$ cat config.mk
export PLATFORM = sky130hd
export DESIGN_NAME = swhs_ctrl
export DESIGN_NICKNAME = d
export VERILOG_FILES = /design/src/swhs_pkg.sv /design/src/swhs_ctrl.sv
export SDC_FILE = /design/constraint.sdc
export NUM_CORES = 1
export LEC_CHECK = 0
export BUFFER_PORTS_ARGS = -buffer_cell sky130_fd_sc_hd__buf_4
export CAP_MARGIN = 20
export CELL_PAD_IN_SITES_DETAIL_PLACEMENT = 1
export CELL_PAD_IN_SITES_GLOBAL_PLACEMENT = 2
export CORE_MARGIN = 8
export CORE_UTILIZATION = 23
export CTS_CLUSTER_SIZE = 25
export DETAILED_ROUTE_END_ITERATION = 10
export PLACE_DENSITY = 0.76
export SLEW_MARGIN = 10
export SYNTH_ARGS = -nofsm -noshare
export SYNTH_HDL_FRONTEND = slang
export SYNTH_SLANG_ARGS = --single-unit
$ cat constraint.sdc
create_clock -name clk -period 1.6 [get_ports clk]
set_input_delay 0 -clock clk [delete_from_list [all_inputs] [get_ports clk]]
set_output_delay 0 -clock clk [all_outputs]
set_load 0.01 [all_outputs]
$ cat src/swhs_pkg.sv
`timescale 1ns / 1ps
// shared types and constants for the sensor window history statistics block
// no dependencies

package swhs_pkg;

  localparam int SAMPLE_W   = 16;
  localparam int TIME_W     = 32;
  localparam int FILL_OUT_W = 8;

  localparam logic [TIME_W-1:0] FLUSH_PERIOD_RESET = 32'd180000;

  localparam logic signed [1:0] TREND_DOWN = -2'sd1;
  localparam logic signed [1:0] TREND_FLAT = 2'sd0;
  localparam logic signed [1:0] TREND_UP   = 2'sd1;

  // controller to datapath
  typedef struct packed {
    logic capture;
    logic win_update;
    logic div_start;
    logic div_hist;
    logic wavg_load;
    logic hist_push;
    logic scan_step;
    logic hmean_load;
    logic out_load;
  } swhs_cmd_t;

  // datapath to controller
  typedef struct packed {
    logic div_done;
    logic flush_due;
    logic scan_last;
  } swhs_sts_t;

endpackage

$ cat src/swhs_ctrl.sv
`timescale 1ns / 1ps
// sequencing state machine for one sample: window update, divides, history scan
// depends on swhs_pkg

module swhs_ctrl (
  input  logic                clk,
  input  logic                rst,
  input  logic                in_valid,
  output logic                in_ready,
  output logic                out_valid,
  input  logic                out_ready,
  output swhs_pkg::swhs_cmd_t cmd,
  input  swhs_pkg::swhs_sts_t sts
);

  import swhs_pkg::*;

  typedef enum logic [3:0] {
    S_IDLE, S_WIN, S_WDIV, S_WWAIT, S_PUSH, S_SCAN, S_DRAIN, S_HDIV, S_HWAIT, S_OUT
  } state_t;

  state_t state;
  logic   slot_free;

  assign in_ready  = state == S_IDLE;
  assign slot_free = !out_valid || out_ready;

  always_comb begin
    cmd            = '0;
    cmd.capture    = state == S_IDLE && in_valid;
    cmd.win_update = state == S_WIN;
    cmd.div_start  = state == S_WDIV || state == S_HDIV;
    cmd.div_hist   = state == S_HDIV;
    cmd.wavg_load  = state == S_WWAIT && sts.div_done;
    cmd.hist_push  = state == S_PUSH;
    cmd.scan_step  = state == S_SCAN;
    cmd.hmean_load = state == S_HWAIT && sts.div_done;
    cmd.out_load   = state == S_OUT && slot_free;
  end

  always_ff @(posedge clk) begin
    if (rst) begin
      state     <= S_IDLE;
      out_valid <= 1'b0;
    end else begin
      if (out_valid && out_ready) out_valid <= 1'b0;
      unique case (state)
        S_IDLE:  if (in_valid) state <= S_WIN;
        S_WIN:   state <= S_WDIV;
        S_WDIV:  state <= S_WWAIT;
        S_WWAIT: if (sts.div_done) state <= sts.flush_due ? S_PUSH : S_OUT;
        S_PUSH:  state <= S_SCAN;
        S_SCAN:  if (sts.scan_last) state <= S_DRAIN;
        S_DRAIN: state <= S_HDIV;
        S_HDIV:  state <= S_HWAIT;
        S_HWAIT: if (sts.div_done) state <= S_OUT;
        S_OUT: begin
          if (slot_free) begin
            out_valid <= 1'b1;
            state     <= S_IDLE;
          end
        end
        default: state <= S_IDLE;
      endcase
    end
  end

endmodule

==> flow_summary.ini <==
[global_routing]
grt_pass1_wl_um = 2221
antenna_found_initial = 0
grt-busiest-layer = met2
grt_pass1_vias = 523
grtUsageMet3_pct = 2.169
grt-ovfl-total = 0
grt_max_degree = 10
grtUsageMet2_pct = 15.25
grt_usage_pct = 7.891
grt_util_met1_pct = 7.917

[critical_path]
r2r_start = state[3]
crit_arrival_ns = 1.51
cp_max_fo = 7
path_class = reg -> out
ff2ff_setup_slack_ns = 0.13
required_ns = 1.60
startpoint_type = register
endpoint_kind = primary output
reg2regPathDepth = 4
r2r-end = state[1]

[sta]
tightest_slew_ns = 0.3665
fin_skew_ns = 0.001208
finalHoldViolCount = 0
rsz0062_at_grt = false
period_share_pct = 94.58
setup_viol = 0
slew_viol_final = 0
min_period_ns = 1.513
relSlewSlack_pct = 75.22
holdWs_ns = 0.08854
fmax_mhz = 660.8
setup_tns_ns = 0

[logic_synthesis]
yosys_warnings = 0
netlist_area_sq_um = 431.7
synth_nets = 63
synthCells = 56
ys_seq_area_share_pct = 23.19
synth_seq_cells = 5
synth.distinct_cells = 30
synth-edff-count = 0
syn_area_per_cell_sq_um = 7.708
postSynth.asyncResetShare_pct = 0
synth_ff_type = dfxtp_1

[floorplanning]
coreArea_sq_um = 1745
row_count = 15
die_w_um = 59.32
die_area_sq_um = 3519
ios = 18
die_h_um = 59.32
initial_core_util_pct = 24.73

[route]
drtIter0Drc = 10
routed_wirelength_um = 1356
vias_per_cell = 4.771
dr.pass1.iters = 3
num_vias = 501
routedWlPerCell_um = 12.91
drtAntennaViolNets = 0
drc_errors = 0

[power_and_ir_drop]
report.power.total_w = 0.001055
p_leak_nw = 0.2785
p_per_area_nw_per_um2 = 1610
irDropWorstVdd_mv = 0.4472

[clocking]
cts_setup_buffers = 0
cts-root-buf = clkbuf_4
clkSinkCount = 5
clkTransAtPathRegs_ns = 0.05
cts_tree = yes
clock_latency_ns = 0.24
cts.path.max_buffers = 2
numCtsBuffers = 3
htreeDepth = 1

[placement]
gp_congestion = 0.7574
dp.cells = 100
dp_hpwl_um = 1130
io_buffers = 17

[finish]
nNetsFinal = 88
seq_area_sq_um = 103.9
fillers = 231
diodes = 0
layout_commonest_cell = buf_4
syn2layout_area_growth_pct = 51.88
instances_no_fill = 105
drive_gt1_share_pct = 43.75
final_cell_mix = buf_4, nor3_1, nor2_1
multi_input_area_sq_um = 304.0

[worst_hold_path]
whs_path_depth = 3
min_from = sts[2]
min_path_type = in -> reg
min_to = state[1]

[outcome]
status = completed

[job]
max_cap_viol_count = 0
[per-stage QoR]
step	setup WS (ns)	utilization [%]	cell area, sq um
floorplan	0.1214	-	431.7
global route	0.005787	37.56	655.6
global placement	0.1141	34.98	610.6
CTS	0.02636	37.35	651.9
detailed placement	0.06939	34.98	610.6
finish	0.08675	37.56	655.6
[what timing repair did]
action                                  in CTS  in global routing
cloned                                       0                  0
hold endpoints to repair                     3                  0
endpoints found under the setup margin       1                  2
resized for setup                            1                  3
pin swaps                                    0                  0
hold buffers                                 1                  0
[power breakdown]
group	internal, W	switching, W	leakage, nW
Sequential	0.000172	0.0000724	0.0419
Clock	0.0000944	0.0000529	0.0150
Combinational	0.000356	0.000308	0.222
Total	0.000622	0.000433	0.279
[registers in the layout (all words and copies together) (netlist names)]
register,flops
out_valid,1
state,4
[cell type report]
class                   instances  share of cell area [%]
multi-input cells              45                   46.37
flip-flops and latches          5                   15.84
inverters                       2                   1.145
clock buffers                   4                   4.008
well taps                      25                   4.771
repair buffers                 24                   27.86
[metal layers]
| metal | routed length [um] | vias to the layer above |
|---|---|---|
| li1 | - | 254 |
| met1 | 577 | 240 |
| met5 | 0 | - |
| met4 | 0 | 0 |
| met2 | 729 | 7 |
| met3 | 49 | 0 |
[kinds of logic after synthesis]
| kind of cell | Yosys count | synth area share [%] |
|---|---|---|
| compound gates | 9 | 17.68 |
| mux | 1 | 2.319 |
| buf+inv | 6 | 7.536 |
| xor+xnor | 1 | 2.029 |
| flops | 5 | 23.19 |
| simple gates | 34 | 47.25 |
[worst max-delay path, cell delays in order (launching register included)]
cell and delay, ns:
dfxtp_2 0.36, buf_4 0.16, or2_2 0.30, nor3b_2 0.20, and2_1 0.15, buf_4 0.11
[synthesized netlist by cell type (2+ instances only)]
library cell  instances  area (sq um)
nor2_1                5         18.77
inv_1                 2         7.510
a21oi_1               2         10.01
or2_1                 2         12.51
a31oi_1               2         12.51
nand2b_1              2         12.51
buf_2                 2         10.01
and2_1                2         12.51
or2_2                 2         12.51
nor3_1                6         30.03
dfxtp_1               5         100.1
or3_1                 2         12.51
nand2_1               3         11.26
nor4_1                2         12.51
nor2b_1               2         12.51
[worst max-delay path by stage]
stage	slack, ns	startpoint	endpoint	cells after the start
6_report	0.09	state[0]	cmd[1]	5
5_1_grt	0.006	state[0]	cmd[1]	5
4_1_cts	0.03	state[0]	cmd[1]	5
3_5_place_dp	0.07	state[0]	state[1]	4
3_3_place_gp	0.11	state[0]	state[1]	4
2_1_floorplan	0.12	state[3]	state[1]	5
Power figures use the tool's default switching activity.
